## config.mk

```make
export PLATFORM = sky130hd
export DESIGN_NAME = opcs_back
export DESIGN_NICKNAME = d
export VERILOG_FILES = /design/src/opcs_pkg.sv /design/src/opcs_back.sv
export SDC_FILE = /design/constraint.sdc
export NUM_CORES = 1
export LEC_CHECK = 0
export BUFFER_PORTS_ARGS = -buffer_cell sky130_fd_sc_hd__buf_4
export CELL_PAD_IN_SITES_DETAIL_PLACEMENT = 1
export CELL_PAD_IN_SITES_GLOBAL_PLACEMENT = 1
export CORE_MARGIN = 2
export CORE_UTILIZATION = 38
export CTS_CLUSTER_SIZE = 14
export DETAILED_ROUTE_END_ITERATION = 8
export GPL_ROUTABILITY_DRIVEN = 0
export MAX_ROUTING_LAYER = met4
export PLACE_DENSITY = 0.82
export SYNTH_ARGS = -nofsm -noshare
export SYNTH_HDL_FRONTEND = slang
export SYNTH_SLANG_ARGS = --single-unit
```

## constraint.sdc

```tcl
create_clock -name i_clk -period 3.7 [get_ports i_clk]
set_input_delay 0.37 -clock i_clk [delete_from_list [all_inputs] [get_ports i_clk]]
set_output_delay 0.37 -clock i_clk [all_outputs]
set_load 0.02 [all_outputs]
```

## src/opcs_pkg.sv

```systemverilog
// Shared types, command codes and constants of the output pattern command sequencer.
// Depends on nothing; every other file imports it.
`timescale 1ns / 1ps

package opcs_pkg;

    localparam int CHANNELS    = 6;
    localparam int QUEUE_DEPTH = 8;
    localparam int IDX_W       = $clog2(CHANNELS);
    localparam int PTR_W       = $clog2(QUEUE_DEPTH);
    localparam int FILL_W      = $clog2(QUEUE_DEPTH + 1);
    localparam int CMD_W       = 8;
    localparam int TIME_W      = 10;
    localparam int CFG_IDX_W   = 3;

    // Command byte codes.
    localparam logic [CMD_W-1:0] CMD_ALL_OFF  = 8'h00;
    localparam logic [CMD_W-1:0] CMD_PULSE_LO = 8'h01;
    localparam logic [CMD_W-1:0] CMD_PULSE_HI = CMD_W'(CHANNELS);
    localparam logic [CMD_W-1:0] CMD_CHASE    = 8'h10;
    localparam logic [CMD_W-1:0] CMD_BOUNCE   = 8'h11;
    localparam logic [CMD_W-1:0] CMD_FLASH    = 8'h12;
    localparam logic [CMD_W-1:0] CMD_SHUTDOWN = 8'h20;
    localparam logic [CMD_W-1:0] CMD_STARTUP  = 8'h21;
    localparam logic [CMD_W-1:0] CMD_UNMUTE   = 8'h22;
    localparam logic [CMD_W-1:0] CMD_MUTE     = 8'h23;

    localparam logic [2:0] CHASE_ROUNDS  = 3'd4;
    localparam logic [2:0] BOUNCE_ROUNDS = 3'd3;
    localparam logic [2:0] FLASH_COUNT   = 3'd5;

    localparam logic [IDX_W-1:0] CH_LAST = IDX_W'(CHANNELS - 1);
    localparam logic [IDX_W-1:0] CH_TURN = IDX_W'(CHANNELS - 2);

    // Register reset values.
    localparam logic [TIME_W-1:0] PULSE_MS_RST    = 10'd500;
    localparam logic [TIME_W-1:0] CHASE_ON_MS_RST = 10'd180;
    localparam logic [TIME_W-1:0] CHASE_GAP_RST   = 10'd70;
    localparam logic [TIME_W-1:0] BOUNCE_MS_RST   = 10'd140;
    localparam logic [TIME_W-1:0] FLASH_MS_RST    = 10'd300;
    localparam logic [TIME_W-1:0] SHUT_MS_RST     = 10'd10;
    localparam logic [TIME_W-1:0] SETTLE_MS_RST   = 10'd20;

    typedef enum logic [CFG_IDX_W-1:0] {
        CFG_PULSE_MS     = 3'd0,
        CFG_CHASE_ON_MS  = 3'd1,
        CFG_CHASE_GAP_MS = 3'd2,
        CFG_BOUNCE_MS    = 3'd3,
        CFG_FLASH_MS     = 3'd4,
        CFG_SHUT_MS      = 3'd5,
        CFG_SETTLE_MS    = 3'd6
    } t_cfg_idx;

    typedef struct packed {
        logic [TIME_W-1:0] pulse_ms;
        logic [TIME_W-1:0] chase_on_ms;
        logic [TIME_W-1:0] chase_gap_ms;
        logic [TIME_W-1:0] bounce_ms;
        logic [TIME_W-1:0] flash_ms;
        logic [TIME_W-1:0] mute_to_shutdown_ms;
        logic [TIME_W-1:0] startup_settle_ms;
    } t_cfg;

    // Decoded command as it is held in the queue.
    typedef enum logic [2:0] {
        OP_PULSE,
        OP_CHASE,
        OP_BOUNCE,
        OP_FLASH,
        OP_SHUT,
        OP_START,
        OP_UNMUTE,
        OP_MUTE
    } t_op;

    typedef struct packed {
        t_op              op;
        logic [IDX_W-1:0] chan;
    } t_qent;

    // Queue head as the back end sees it.
    typedef struct packed {
        logic  avail;
        t_qent entry;
    } t_qhead;

    typedef enum logic [2:0] {
        M_IDLE,
        M_PULSE,
        M_CHASE,
        M_BOUNCE,
        M_FLASH,
        M_SHUT,
        M_START
    } t_mode;

    // Line levels and flags reported by the back end.
    typedef struct packed {
        logic [CHANNELS-1:0] channel_drive;
        logic                amp_enable;
        logic                amp_mute;
        logic                busy_res;
        logic                unmute_refused;
    } t_lines;

    function automatic logic [CHANNELS-1:0] chan_bit(input logic [IDX_W-1:0] idx);
        logic [CHANNELS-1:0] b;
        for (int i = 0; i < CHANNELS; i++) begin
            b[i] = (idx == IDX_W'(i));
        end
        return b;
    endfunction

    // A phase of zero ticks lasts one tick.
    function automatic logic [TIME_W-1:0] load_time(input logic [TIME_W-1:0] d);
        return (d == '0) ? TIME_W'(1) : d;
    endfunction

endpackage

```

## src/opcs_back.sv

```systemverilog
// Back end: timed pattern engine and amplifier control, starting queued commands.
// Depends on opcs_pkg.
`timescale 1ns / 1ps

module opcs_back import opcs_pkg::*; (
    input  logic   i_clk,
    input  logic   i_rst_n,
    input  logic   i_step,
    input  logic   i_tick,
    input  logic   i_fault_ok,
    input  t_cfg   i_cfg,
    input  t_qhead i_head,
    output logic   o_pop,
    output t_lines o_lines
);

    t_mode               r_mode, n_mode;
    logic [IDX_W-1:0]    r_idx, n_idx;
    logic [2:0]          r_round, n_round;
    logic                r_phase, n_phase;
    logic [TIME_W-1:0]   r_time, n_time;
    logic [CHANNELS-1:0] r_bits, n_bits;
    logic                r_amp, n_amp;
    logic                r_mute, n_mute;
    logic                w_refused;

    always_ff @(posedge i_clk) begin
        if (!i_rst_n) begin
            r_mode  <= M_IDLE;
            r_idx   <= '0;
            r_round <= '0;
            r_phase <= 1'b0;
            r_time  <= '0;
            r_bits  <= '0;
            r_amp   <= 1'b0;
            r_mute  <= 1'b1;
        end else if (i_step) begin
            r_mode  <= n_mode;
            r_idx   <= n_idx;
            r_round <= n_round;
            r_phase <= n_phase;
            r_time  <= n_time;
            r_bits  <= n_bits;
            r_amp   <= n_amp;
            r_mute  <= n_mute;
        end
    end

    always_comb begin
        logic             v_done;
        logic [IDX_W-1:0] v_idx;
        logic [2:0]       v_rnd;

        n_mode    = r_mode;
        n_idx     = r_idx;
        n_round   = r_round;
        n_phase   = r_phase;
        n_time    = r_time;
        n_bits    = r_bits;
        n_amp     = r_amp;
        n_mute    = r_mute;
        w_refused = 1'b0;
        o_pop     = 1'b0;
        v_done    = 1'b0;
        v_idx     = r_idx;
        v_rnd     = r_round;

        // Advance the running action on a tick.
        if (i_tick && r_mode != M_IDLE) begin
            if (r_time > TIME_W'(1)) begin
                n_time = r_time - TIME_W'(1);
            end else begin
                case (r_mode)
                    M_CHASE: begin
                        if (!r_phase) begin
                            n_bits  = '0;
                            n_phase = 1'b1;
                            n_time  = load_time(i_cfg.chase_gap_ms);
                        end else begin
                            if (r_idx == CH_LAST) begin
                                v_idx = '0;
                                v_rnd = r_round + 3'd1;
                            end else begin
                                v_idx = r_idx + IDX_W'(1);
                            end
                            if (v_rnd >= CHASE_ROUNDS) begin
                                v_done = 1'b1;
                            end else begin
                                n_phase = 1'b0;
                                n_idx   = v_idx;
                                n_round = v_rnd;
                                n_bits  = chan_bit(v_idx);
                                n_time  = load_time(i_cfg.chase_on_ms);
                            end
                        end
                    end
                    M_BOUNCE: begin
                        n_phase = r_phase;
                        if (!r_phase) begin
                            if (r_idx != CH_LAST) begin
                                v_idx = r_idx + IDX_W'(1);
                            end else begin
                                n_phase = 1'b1;
                                v_idx   = CH_TURN;
                            end
                        end else if (r_idx != '0) begin
                            v_idx = r_idx - IDX_W'(1);
                        end else begin
                            v_rnd = r_round + 3'd1;
                            if (v_rnd >= BOUNCE_ROUNDS) begin
                                v_done = 1'b1;
                            end else begin
                                n_phase = 1'b0;
                                v_idx   = '0;
                            end
                        end
                        if (!v_done) begin
                            n_idx   = v_idx;
                            n_round = v_rnd;
                            n_bits  = chan_bit(v_idx);
                            n_time  = load_time(i_cfg.bounce_ms);
                        end
                    end
                    M_FLASH: begin
                        if (!r_phase) begin
                            n_bits  = '0;
                            n_phase = 1'b1;
                            n_time  = load_time(i_cfg.flash_ms);
                        end else begin
                            v_rnd = r_round + 3'd1;
                            if (v_rnd >= FLASH_COUNT) begin
                                v_done = 1'b1;
                            end else begin
                                n_round = v_rnd;
                                n_phase = 1'b0;
                                n_bits  = '1;
                                n_time  = load_time(i_cfg.flash_ms);
                            end
                        end
                    end
                    M_SHUT: begin
                        n_amp  = 1'b0;
                        v_done = 1'b1;
                    end
                    default: begin
                        v_done = 1'b1;
                    end
                endcase
            end
        end

        if (v_done) begin
            n_mode  = M_IDLE;
            n_bits  = '0;
            n_idx   = '0;
            n_round = '0;
            n_phase = 1'b0;
            n_time  = '0;
        end

        // Start the next queued command once nothing is running.
        if (i_step && n_mode == M_IDLE && i_head.avail) begin
            o_pop   = 1'b1;
            n_idx   = '0;
            n_round = '0;
            n_phase = 1'b0;
            case (i_head.entry.op)
                OP_PULSE: begin
                    n_mode = M_PULSE;
                    n_idx  = i_head.entry.chan;
                    n_bits = chan_bit(i_head.entry.chan);
                    n_time = load_time(i_cfg.pulse_ms);
                end
                OP_CHASE: begin
                    n_mode = M_CHASE;
                    n_bits = chan_bit('0);
                    n_time = load_time(i_cfg.chase_on_ms);
                end
                OP_BOUNCE: begin
                    n_mode = M_BOUNCE;
                    n_bits = chan_bit('0);
                    n_time = load_time(i_cfg.bounce_ms);
                end
                OP_FLASH: begin
                    n_mode = M_FLASH;
                    n_bits = '1;
                    n_time = load_time(i_cfg.flash_ms);
                end
                OP_SHUT: begin
                    n_mode = M_SHUT;
                    n_bits = '0;
                    n_mute = 1'b1;
                    n_time = load_time(i_cfg.mute_to_shutdown_ms);
                end
                OP_START: begin
                    n_mode = M_START;
                    n_mute = 1'b1;
                    n_amp  = 1'b1;
                    n_time = load_time(i_cfg.startup_settle_ms);
                end
                OP_UNMUTE: begin
                    if (n_amp && i_fault_ok) begin
                        n_mute = 1'b0;
                    end else begin
                        w_refused = 1'b1;
                    end
                end
                OP_MUTE: begin
                    n_mute = 1'b1;
                end
                default: begin
                    n_mute = r_mute;
                end
            endcase
        end

        o_lines.channel_drive  = n_bits;
        o_lines.amp_enable     = n_amp;
        o_lines.amp_mute       = n_mute;
        o_lines.busy_res       = (n_mode != M_IDLE);
        o_lines.unmute_refused = w_refused;
    end

endmodule

```

# Yosys cells after proc, flatten, opt, wreduce, memory -nomap -nowiden
# Index checks and enable logic that the tools add are counted.
# W data, S select, Z words.
[totals]
regBits = 28
in_bits = 82
output_inout_bits = 11
elab_cells = 184
[classes]
addsub = 4
magnitude_cmp = 4
eq_ne = 36
mux = 105
reduce_logical = 27
[ops]
columns = ["operator", "n"]
rows = [
  ["$mux W10", 16],
  ["$mux W3", 38],
  ["$logic_not A10 Y1", 7],
  ["$pmux W10 S6", 1],
  ["$mux W6", 9],
  ["$eq A3 B3 Y1 const B", 13],
  ["$mux W1", 32],
  ["$eq A3 B2 Y1 const B", 10],
  ["$pmux W10 S3", 1],
  ["$ne A4 B4 Y1 const B", 7],
  ["$pmux W6 S4", 1],
  ["$pmux W3 S6", 1],
  ["$pmux W6 S3", 1],
  ["$logic_not A3 Y1", 5],
  ["$eq A3 B1 Y1 const B", 4],
  ["$reduce_bool A3 Y1", 4],
  ["$reduce_and A11 Y1", 1],
  ["$gt A10 B1 Y1 const B", 1],
  ["$sub A10 B1 Y10 const B", 1],
  ["$pmux W3 S3", 1],
  ["$reduce_and A7 Y1", 1],
  ["$add A3 B1 Y3 const B", 2],
  ["$ge A3 B3 Y1 const B", 2],
  ["$pmux W1 S3", 2],
  ["12 further kinds", 15],
]

# Longest topological paths before layout
# Gate-level depths: netlist of run 1.
[depth]
depth_word = 18
ltp_mapped = 13
mapped_depth_nobuf = 10

# Worst setup path after synthesis of run 1
# Ideal clock, no wire load.
[synth_timing]
path_type = "flip-flop to output port"
start = "reg r_time[4]"
end = "out o_lines[2] in the netlist's numbering"
t_arrival_ps = 2496
required_ps = 3330
path_slack_ps = 834
path_stages_with_launch = 11
path_buffers = 2
path_cell_list = "dfxtp_1 > buf_6 > or4_4 > or4_4 > a21oi_4 > nand2_4 > clkinv_4 > nand2_1 > o21ai_0 > o21ai_0 > buf_4"
[synth_between]
elab_chain_len = 8
[synth_lines]
columns = ["element", "line_no", "source"]
rows = [
  ["start: declaration", "opcs_back.sv:21", "logic [TIME_W-1:0] r_time, n_time;"],
  ["start signal: assignment", "opcs_back.sv:42", "r_time <= n_time;"],
  ["$gt A10 B1 Y1 *", "opcs_back.sv:70", "if (r_time > TIME_W'(1)) begin"],
  ["$mux W1", "opcs_back.sv:70", ""],
  ["$mux W1", "opcs_back.sv:69", "if (i_tick && r_mode != M_IDLE) begin"],
  ["$mux W3", "opcs_back.sv:152", "if (v_done) begin"],
  ["$logic_not A3 Y1", "opcs_back.sv:162", "if (i_step && n_mode == M_IDLE && i_head.avail) begin"],
  ["$logic_and A1 B1 Y1 (2 in a row)", "opcs_back.sv:162", ""],
  ["$mux W1 *", "opcs_back.sv:162", ""],
  ["end: declaration", "opcs_back.sv:14", "output t_lines o_lines"],
]
# Mark *: on every way between the ends. The rest lies on a longest branch, timed or not.

==> metrics.md, run 1 <==
| Metric | Value |
|---|---|
| Final slew viol count | 0 |
| Min cycle time layout | 3390 ps |
| Worst-path cell chain | nor3b_1, nand2_1, o221ai_2, nand2_4, clkinv_4, nand2_1, o21ai_0, o21ai_0, buf_4 |
| Worst EP arrival | 3020 ps |
| Headroom to the max-slew limit | 39.2% |
| First-pass GRT wire length | 23800 um |
| Worst-margin pin slew | just under 900 ps |
| Die ar. | 0.0104 mm2 |
| Clk_lat worst skew | ~290 ps |
| Cts repair resizes | 0 |
| Setup CP Type | reg2out |
| RSZ-0062 raised after global routing | false |
| Critical Path Start Type | register |
| Worst hold stages | 3 |
| # fillers | between 1000 and 1500 |
| Reg-to-Reg Start | r_idx[0] |
| Max IR drop VDD | 0.000165 V |
| Setup_tns | 0 ps |
| Grt ovf | 0 |
| Delay-heaviest family, CP | simple AND/OR/NAND/NOR gates |
| Total CTS buffers | 3 |
| Core area | 0.00928 mm2 |
| Post-synth EDFFs | 0 |
| Clock buffer depth | 2 |
| Tot GR Track Use | 30.1% |
| Avg WL per Cell | 21.0 um |
| Final hold violation count | 0 |
| Synth area leaders | dfxtp_1 (15%), nand2_1 (7.0%), o21ai_0 (6.5%) |
| Final core occ | 47.8% |
| Cell Area, Synth | 0.00364 mm2 |
| Worst Path Required | 3330 ps |
| First DRT Iteration DRCs | 347 |
| Worst hold endpoint | r_idx[1] |
| Worst Hold Class | in2reg |
| Synth top area share | 15.4% |
| Clock sinks | 28 |
| Initial antenna violation count | 0 |
| Worst reg2reg setup slack | 620 ps |
| # H-tree levels | 1 |
| Worst-path fanout max | 13 |
| DR vias/cell | approximately 6.2 |
| PD cells | 236 mW/mm2 |
| Final wirelength | 15100 um |
| Share of cells above drive strength 1 | 21.2% |
| Reg clk slew, reported paths | 110 ps |
| Pin count of the biggest net entering global routing | 40 |
| Die height | 102 um |
| Setup bufs post-CTS | 0 |
| CTS Hold Buffers Added | 0 |
| Number of remaining DRC errors | 0 |
| Vias in the first global route | 4657 |
| Crit path buffers/inverters | 2 |
| Critical Path End Type | output pin |
| Syn Area/Cell | 6.90 um2 |
| Biggest area consumer among synthesized cells | dfxtp_1 |
| Cell with the most instances after synthesis | nand2_1 |
| CTS Root Cell | clkbuf_8 |
| Status | completed |
| Setup-failing EPs final | 0 |
| Slowest stage delay, CP | 580 ps |
| Vias | 4480 |
| Detail Placement HPWL | 12100 um |
| I/O Pins | 93 |
| Ys Warns | 0 |
| Worst Hold Launch | i_head[1] |
| Fraction of registers with async set/reset | 0% |
| Routed Antenna Nets | 0 |
| Top cells by count, synth | nand2_1 (68), nor2_1 (52), o21ai_0 (47), clkbuf_1 (28), dfxtp_1 (28) |
| # rows | 35 |
| DR pass1 iterations | 4 |
| Max Fclk | 295 MHz |
| CP max stage cell | dfxtp_1 |
| Final Cycle Share | 91.7% |
| Starting Density | 39.2% |
| Die width | 102 um |
| Synthesized Nets | between 600 and 700 |
| R2r worst-path depth | 10 |
| # Max-Cap Violations | 0 |
| ANT cells | 0 |
| Cells after synthesis | 528 |
| Port-buffer cells | 92 |
| CTS tree | yes |
| Area growth, synth to finish | 22.0% |
| Fin nets | 688 |
| Post-synth top flop | dfxtp_1 |
| Leak | 1.79 nW |
| #FFs+latches synth | 28 |
| R2R Path End | r_time[1] |
| Worst Skew | about 4.3 ps |
| Share of synthesized area occupied by flip-flops and latches | between 15 and 20% |
| Distinct cell type count after synthesis | 73 |
## area by class of cell
class	count	area, um2	area share [%]
clock buffers	3	41.3	0.930
inverters	15	61.3	1.38
multi-input cells	448	2870	64.7
flip-flops and latches	28	561	12.6
well taps	129	161	3.63
repair buffers	99	743	16.7
## kinds of logic after synthesis
logic type                 synth area share, %
muxes                                     7.80
DFF                                       15.4
adders and majority gates                 3.78
AOI/OAI and AO/OA                         33.3
and+or+nand+nor                           31.5
buffers and inverters                     6.05
xor gates and xnor gates                  2.16
## how the worst max path moves through the flow
stage | from | endpoint | slack (ps) | cells after the start
2_1_floorplan | r_time[4] | o_lines[2] | 830 | 10
3_3_place_gp | r_idx[0] | o_lines[2] | 600 | 11
3_5_place_dp | r_idx[0] | o_lines[2] | 450 | 11
4_1_cts | r_idx[0] | o_lines[2] | 120 | 11
5_1_grt | r_mode[1] | o_lines[2] | 50 | 9
6_report | r_mode[1] | o_lines[2] | 310 | 9
## flip-flops by register name, indices dropped and copies added, names as in the netlist
name / cells
r_idx: 3
r_mode: 3
r_bits: 6
r_phase: 1
r_time: 10
r_amp: 1
r_mute: 1
r_round: 3
## cells in the final DEF (no fill, tap or decap), types with 6 or more instances in the layout
| master | Yosys | final |
|---|---|---|
| o21ai_0 | 47 | 47 |
| nor2_1 | 52 | 52 |
| a221oi_1 | 7 | 7 |
| ha_1 | 11 | 11 |
| nor2b_1 | 14 | 14 |
| o22ai_1 | 6 | 6 |
| inv_1 | 14 | 14 |
| o211ai_1 | 7 | 7 |
| nand2b_1 | 10 | 10 |
| a21oi_1 | 27 | 27 |
| nor4_1 | 14 | 14 |
| a32oi_1 | 7 | 7 |
| nand2_1 | 68 | 68 |
| buf_4 | 3 | 99 |
| nor3_1 | 18 | 18 |
| dfxtp_1 | 28 | 28 |
| a31oi_1 | 20 | 20 |
| mux2i_1 | 16 | 16 |
| nand3_1 | 16 | 16 |
| a22oi_1 | 7 | 7 |
## worst min-delay path: stages
cell and delay, ps:
buf_4 110, a31oi_1 80, a21oi_1 130
## stage by stage
stage | cells | total power [mW] | setup slack [ps] | area, um2 | hold slack (ps)
2_1_floorplan | 528 | 0.654 | 834 | 3640 | 480
4_1_cts | 722 | 1.04 | 118 | 4430 | 430
3_3_place_gp | 719 | 0.838 | 601 | 4390 | 506
6_report | 722 | 1.05 | 309 | 4440 | 431
5_1_grt | 722 | 1.11 | 45.3 | 4440 | 464
3_5_place_dp | 719 | 0.854 | 452 | 4390 | 523
## power breakdown
group / total, mW / switching (mW) / internal, mW
Sequential: 0.358 / 0.0379 / 0.321
Combinational: 0.503 / 0.290 / 0.213
Clock: 0.186 / 0.112 / 0.0738
## metal layers
| layer | wire length [um] | vias up | GRT usage [%] |
|---|---|---|---|
| met5 | 0 | - | - |
| met4 | 571 | 0 | 10.7 |
| met3 | 842 | 46 | 3.76 |
| met2 | 7590 | 172 | 53.2 |
| met1 | 6140 | 2142 | 35.0 |
| li1 | - | 2120 | - |
(Power assumes the default switching activity.)
==> run 2: changes to the inputs <==
ABC_AREA = 1   (was unset)
CORE_UTILIZATION = 36   (was 38)
==> run 2 against run 1 <==
  * Count of clock-buffer cells in the layout unchanged
  * Synthesized area up 6.6%
  * Critical path depth increased by 6
  * Largest cell class unchanged
  * Final cell count grew 30%
  * Synthesized cell count increased by 37%
  * Largest power group unchanged
  * Critical endpoint is now o_lines[9]
==> metrics.md, run 2 <==
| Metric | Value |
|---|---|
| Status | completed |
| Cells after synthesis | 721 (+37%) |
| Max Fclk | 291 MHz (-1.2%) |
| Ys Warns | 0 (unchanged) |
| Most frequent cells in the layout | nand2_1 (169), nor2_1 (114), inv_1 (110) |
| Port-buffer cells | 92 (unchanged) |
| Share of synthesized area occupied by flip-flops and latches | 14.4% (-0.96 points) |
| ANT cells | 0 (unchanged) |
| Cell Area, Synth | 0.00388 mm2 (+6.6%) |
| Total CTS buffers | 3 (unchanged) |
| Routed Antenna Nets | 0 (unchanged) |
| R2r worst-path depth | 15 (+5) |
| Grt ovf | 0 (unchanged) |
| Clock sinks | 28 (unchanged) |
| Detail Placement HPWL | 13800 um (+14%) |
| Core area | 0.0104 mm2 (+12%) |
| Setup_tns | 0 ps (unchanged) |
| DR vias/cell | 5.52 (-11%) |
| Area growth, synth to finish | 22.5% |
| Critical Path Start Type | register |
| Fin nets | 899 (+31%) |
| CTS tree | yes |
| Largest Register | r_time |
| Post-synth EDFFs | 0 (unchanged) |
| Synthesized Nets | 814 (+31%) |
| Share of cells above drive strength 1 | 16.5% (-4.7 points) |
| Most common cell after layout, fill and taps aside | nand2_1 |
| Combinational power share | 47.1% (-0.9 points) |
| Starting Density | 37.3% (-1.9 points) |
| Synth top area share | 16.4% (+1.0 points) |
| # rows | 37 (+5.7%) |
| RSZ-0062 raised after global routing | false |
| Min cycle time layout | 3430 ps (+40.0 ps) |
| Sequential share of power | 30.0% (-4.2 points) |
| Worst-margin pin slew | 644 ps (-245 ps) |
| Cell with the most instances after synthesis | nand2_1 |
| Reg clk slew, reported paths | 130 ps (+20 ps) |
| Clk_lat worst skew | 300 ps (about the same) |
| Initial antenna violation count | 0 (unchanged) |
| Worst Skew | 15.1 ps (+10.7 ps) |
| Final slew viol count | 0 (unchanged) |
| Vias in the first global route | 5251 (+13%) |
| Final core occ | 45.7% (-2.2 points) |
| First DRT Iteration DRCs | 378 (+8.9%) |
| Max IR drop VDD | 0.000162 V (-1.7%) |
| Final hold violation count | 0 (unchanged) |
| Die width | 108 um (+5.9%) |
| Tot GR Track Use | 29.8% (-0.34 points) |
| # Max-Cap Violations | 0 (unchanged) |
| Biggest area consumer among synthesized cells | nand2_1 |
| Synth area leaders | nand2_1 (16%), dfxtp_1 (14%), nor2_1 (11%) |
| Number of remaining DRC errors | 0 (unchanged) |
| # H-tree levels | 1 (unchanged) |
| Switching Share | 43.3% (+1.3 points) |
| Worst-path fanout max | 12 (-1) |
| Worst Path Required | 3330 ps (about the same) |
| Fraction of registers with async set/reset | 0% (unchanged) |
| CTS Root Cell | clkbuf_8 |
| Setup-failing EPs final | 0 (unchanged) |
| Critical Path End Type | output pin |
| Sw Pwr | 0.509 mW (+16%) |
| Tot Pwr | 1.17 mW (+12%) |
| Setup CP Type | reg2out |
| Avg WL per Cell | 17.8 um (-15%) |
| Setup bufs post-CTS | 0 (unchanged) |
| Headroom to the max-slew limit | 57.1% (+18 points) |
| Leak | 2.51 nW (+40%) |
| First-pass GRT wire length | 26700 um (+12%) |
| Internal cell power | 0.665 mW (+9.4%) |
| Die height | 108 um (+5.9%) |
| DR pass1 iterations | 4 (unchanged) |
| PD cells | 247 mW/mm2 (+4.6%) |
| Worst hold stages | 2 (-1) |
| Worst Hold Class | in2reg |
| Syn Area/Cell | 5.38 um2 (-22%) |
| Distinct cell type count after synthesis | 41 (-44%) |
| Vias | 5196 (+16%) |
| I/O Pins | 93 (unchanged) |
| Top cells by count, synth | nand2_1 (170), nor2_1 (115), inv_1 (111), nand3_1 (66), o21ai_0 (61) |
| Pin count of the biggest net entering global routing | 31 (-23%) |
| Max FFs per register | 10 (unchanged) |
| Worst EP arrival | 3060 ps (+40 ps) |
| Clock buffer depth | 2 (unchanged) |
| # fillers | 1553 (+27%) |
| Post-synth top flop | dfxtp_1 |
| Final wirelength | 16800 um (+11%) |
| Final Cycle Share | 92.7% (+1.1 points) |
| Regs by FF count | r_time x10, r_bits x6 |
| Die ar. | 0.0116 mm2 (+12%) |
| #FFs+latches synth | 28 (unchanged) |
| Clock power frac | 22.9% (+5.2 points) |
run 2: layer usage:
| metal | wire, um | track usage, % | share of wire, % | up-vias |
|---|---|---|---|---|
| met2 | 7750 | 48.0 | 46 | 178 |
| met4 | 264 | 6.41 | 1.6 | 0 |
| met5 | 0 | - | 0 | - |
| li1 | - | - | - | 2518 |
| met1 | 7760 | 40.2 | 46 | 2481 |
| met3 | 993 | 3.27 | 5.9 | 19 |
run 2: through the flow:
stage / cell area (um2) / cells / hold slack [ps] / setup WS [ps]
after CTS: 4750 / 941 / 390 / 70.3
final: 4760 / 941 / 398 / 269
after global placement: 4680 / 937 / 478 / 613
after floorplan: 3880 / 721 / 461 / 1070
after detailed placement: 4680 / 937 / 503 / 360
after global routing: 4760 / 941 / 388 / 43.3
run 2: path summary, 6_finish.rpt:
kind,slack (ps),endpoint,startpoint
setup / recovery,270,o_lines[9],r_idx[0]
hold / removal,400,r_mute,i_rst_n
hold reg to reg,530,r_mute,r_mute
setup reg to reg,750,r_round[0],r_round[0]
run 2: final cells by class:
type	count	area (um2)	share of cell area, %
well taps	136	170	3.58
flip-flops and latches	28	561	11.8
clock buffers	3	41.3	0.868
inverters	119	447	9.39
multi-input cells	560	2800	58.9
clock inverters	1	30.0	0.631
repair buffers	94	706	14.8
run 2: kinds of logic after synthesis:
logic type,count (synthesis),share of synthesized area [%]
AOI/OAI and AO/OA,136,20.2
xor gates and xnor gates,4,0.902
adders and majority gates,11,3.54
buffers and inverters,133,13.5
DFF,28,14.4
and+or+nand+nor,409,47.3
run 2: power by group through the flow:
stage | registers [mW] | logic (mW) | clock network [mW]
after floorplan | 0.348 | 0.335 | 0
after global placement | 0.355 | 0.518 | 0
after detailed placement | 0.358 | 0.536 | 0
after CTS | 0.351 | 0.541 | 0.269
after global routing | 0.355 | 0.606 | 0.283
final | 0.352 | 0.552 | 0.269
run 2: repair_timing:
| action | CTS | global route |
|---|---|---|
| endpoints found under the setup margin | 3 | 8 |
| resized for setup | 1 | 2 |
| cloned | 0 | 0 |
| hold buffers | 0 | 0 |
run 2: worst max-delay path, stage by stage (launching register included):
cell     delay, ps
dfxtp_1        380
inv_2          150
ha_1           240
inv_2           70
nor2_4         130
inv_2           70
nor2_1         210
nand3_2        200
nand3_2        140
nand2_2        190
nand2_1        150
nand2_2        190
nor2_2         240
o21ai_0        170
nand2_1        100
buf_4          130
==> run 3: changes to the inputs <==
REMOVE_ABC_BUFFERS = 1   (was unset)
==> run 3 against run 2 <==
  * Count of clock-buffer cells in the layout increased by 1
  * Non-clock buffer count is 1 higher
  * Die area is the same
  * Clock power down 22%
  * First-iteration DRC count shrank 29%
  * Hold slack better by 30 ps
  * Critical path depth unchanged
  * Sequential power barely moved
  * Critical endpoint unchanged
==> metrics.md, run 3 (synthesized netlist as in run 2, its figures left out) <==
| Metric | Value |
|---|---|
| Status | completed |
| GRT met2 Usage | 50.0% (+2.0 points) |
| Max Fclk | 294 MHz (+0.77%) |
| Number of remaining DRC errors | 0 (unchanged) |
| PD cells | 234 mW/mm2 (-5.0%) |
| ANT cells | 0 (unchanged) |
| Min cycle time layout | 3410 ps (-26.2 ps) |
| Vias in the first global route | 5479 (+4.3%) |
| Reg clk slew, reported paths | 110 ps (-20 ps) |
| Register area | 561 um2 (unchanged) |
| Area growth, synth to finish | 22.3% |
| RSZ-0062 raised after global routing | false |
| Worst-margin pin slew | 587 ps (-56.6 ps) |
| Hold slack | 428 ps (+30.0 ps) |
| CTS Root Cell | clkbuf_8 |
| Top Usage Layer GRT | met2 |
| # Max-Cap Violations | 0 (unchanged) |
| First DRT Iteration DRCs | 268 (-29%) |
| Fin nets | 900 (+0.11%) |
| Clk_lat worst skew | 290 ps (about the same) |
| Critical Path Start Type | register |
| Setup-failing EPs final | 0 (unchanged) |
| Clock buffer depth | 2 (unchanged) |
| Met1 Use GR | 38.9% (-1.3 points) |
| Die width | 108 um (unchanged) |
| Detail Placement HPWL | 14100 um (+2.2%) |
| Routed Antenna Nets | 0 (unchanged) |
| Tot GR Track Use | 30.4% (+0.64 points) |
| Grt ovf | 0 (unchanged) |
| DR pass1 iterations | 5 (+1) |
| Worst Hold Launch | i_rst_n |
| # rows | 37 (unchanged) |
| Setup_tns | 0 ps (unchanged) |
| CTS tree | yes |
| Pin count of the biggest net entering global routing | 30 (-3.2%) |
| Worst Path Required | 3330 ps (about the same) |
| Avg WL per Cell | 17.8 um (+0.13%) |
| # H-tree levels | 1 (unchanged) |
| # fillers | 1542 (-0.71%) |
| Multi-input logic area | 0.00280 mm2 (unchanged) |
| Reg-to-Reg Start | r_idx[0] |
| Final hold violation count | 0 (unchanged) |
| Starting Density | 37.3% (unchanged) |
| Clock sinks | 28 (unchanged) |
| Worst slack at placement | 375 ps (+15.4 ps) |
| Worst EP arrival | 3040 ps (-20 ps) |
| Worst Skew | 6.25 ps (-8.83 ps) |
| Die ar. | 0.0116 mm2 (unchanged) |
| Largest Register | r_time |
| I/O Pins | 93 (unchanged) |
| Port-buffer cells | 92 (unchanged) |
| Max FFs per register | 10 (unchanged) |
| Final wirelength | 16800 um (+0.23%) |
| Met3 GRT Util | 3.33% (+0.061 points) |
| Total CTS buffers | 3 (unchanged) |
| Leak | 2.50 nW (-0.13%) |
| Die height | 108 um (unchanged) |
| Final slew viol count | 0 (unchanged) |
| Regs by FF count | r_time x10, r_bits x6 |
| Headroom to the max-slew limit | 60.9% (+3.8 points) |
| First-pass GRT wire length | 27400 um (+2.5%) |
| Core area | 0.0104 mm2 (unchanged) |
| Worst-path fanout max | 12 (unchanged) |
| Initial antenna violation count | 0 (unchanged) |
| Worst setup path start | r_idx[0] |
| Setup CP Type | reg2out |
| Most frequent cells in the layout | nand2_1 (169), nor2_1 (114), inv_1 (110) |
| Worst Hold Class | in2reg |
| Vias | 5256 (+1.2%) |
| Final Cycle Share | 92.0% (-0.71 points) |
| DR vias/cell | 5.58 (+1.0%) |
| Most common cell after layout, fill and taps aside | nand2_1 |
| Share of cells above drive strength 1 | 16.6% (+0.10 points) |
| Max IR drop VDD | 0.000134 V (-17%) |
| Final WS setup | 295 ps (+26.2 ps) |
| Critical Path End Type | output pin |
-- run 3: layer usage --
layer,wire length [um],share of wire (%)
met1,7260,43
met2,7860,47
met3,1210,7.2
met4,480,2.9
met5,0,0
-- run 3: report_power, final --
part	internal, mW	switching (mW)
clock network	0.0959	0.113
logic	0.196	0.352
registers	0.324	0.0314
total	0.616	0.497
-- run 3: stage by stage --
step	std cells	total power, mW	utilization (%)	cell area (um2)
after floorplan	707	0.673	-	3800
after global placement	938	0.873	45.0	4690
after detailed placement	938	0.896	45.0	4690
after CTS	942	1.11	45.5	4740
after global routing	942	1.19	45.6	4750
final	942	1.11	45.6	4750
-- run 3: what timing repair did --
action	in CTS	in global routing
setup endpoints to repair	0	7
setup buffers	0	0
gates resized for setup	0	3
hold buffers	0	0
endpoints found under the hold margin	0	0
-- run 3: final cells by class --
cell class                      count  area share, %
Clock buffer                        4           1.16
Inverter                          119           9.41
Multi-Input combinational cell    560           59.0
Sequential cell                    28           11.8
Tap cell                          136           3.58
Timing Repair Buffer               95           15.0
-- run 3: worst paths after layout --
| kind | end | slack [ps] | cells after the start |
|---|---|---|---|
| worst max register to register | r_round[0] | 730 | 17 |
| worst min register to register | r_mute | 510 | 2 |
| worst min-delay path | r_mute | 430 | 2 |
| worst max-delay path | o_lines[9] | 290 | 15 |
-- run 3: worst max-delay path: stages (launching register included) --
cell     delay, ps
dfxtp_1        380
inv_2          160
ha_1           250
inv_2           70
nor2_4         130
inv_2           70
nor2_1         190
nand3_2        180
nand3_2        130
nand2_2        200
nand2_1        150
nand2_2        190
nor2_2         230
o21ai_0        160
nand2_1        100
buf_4          140
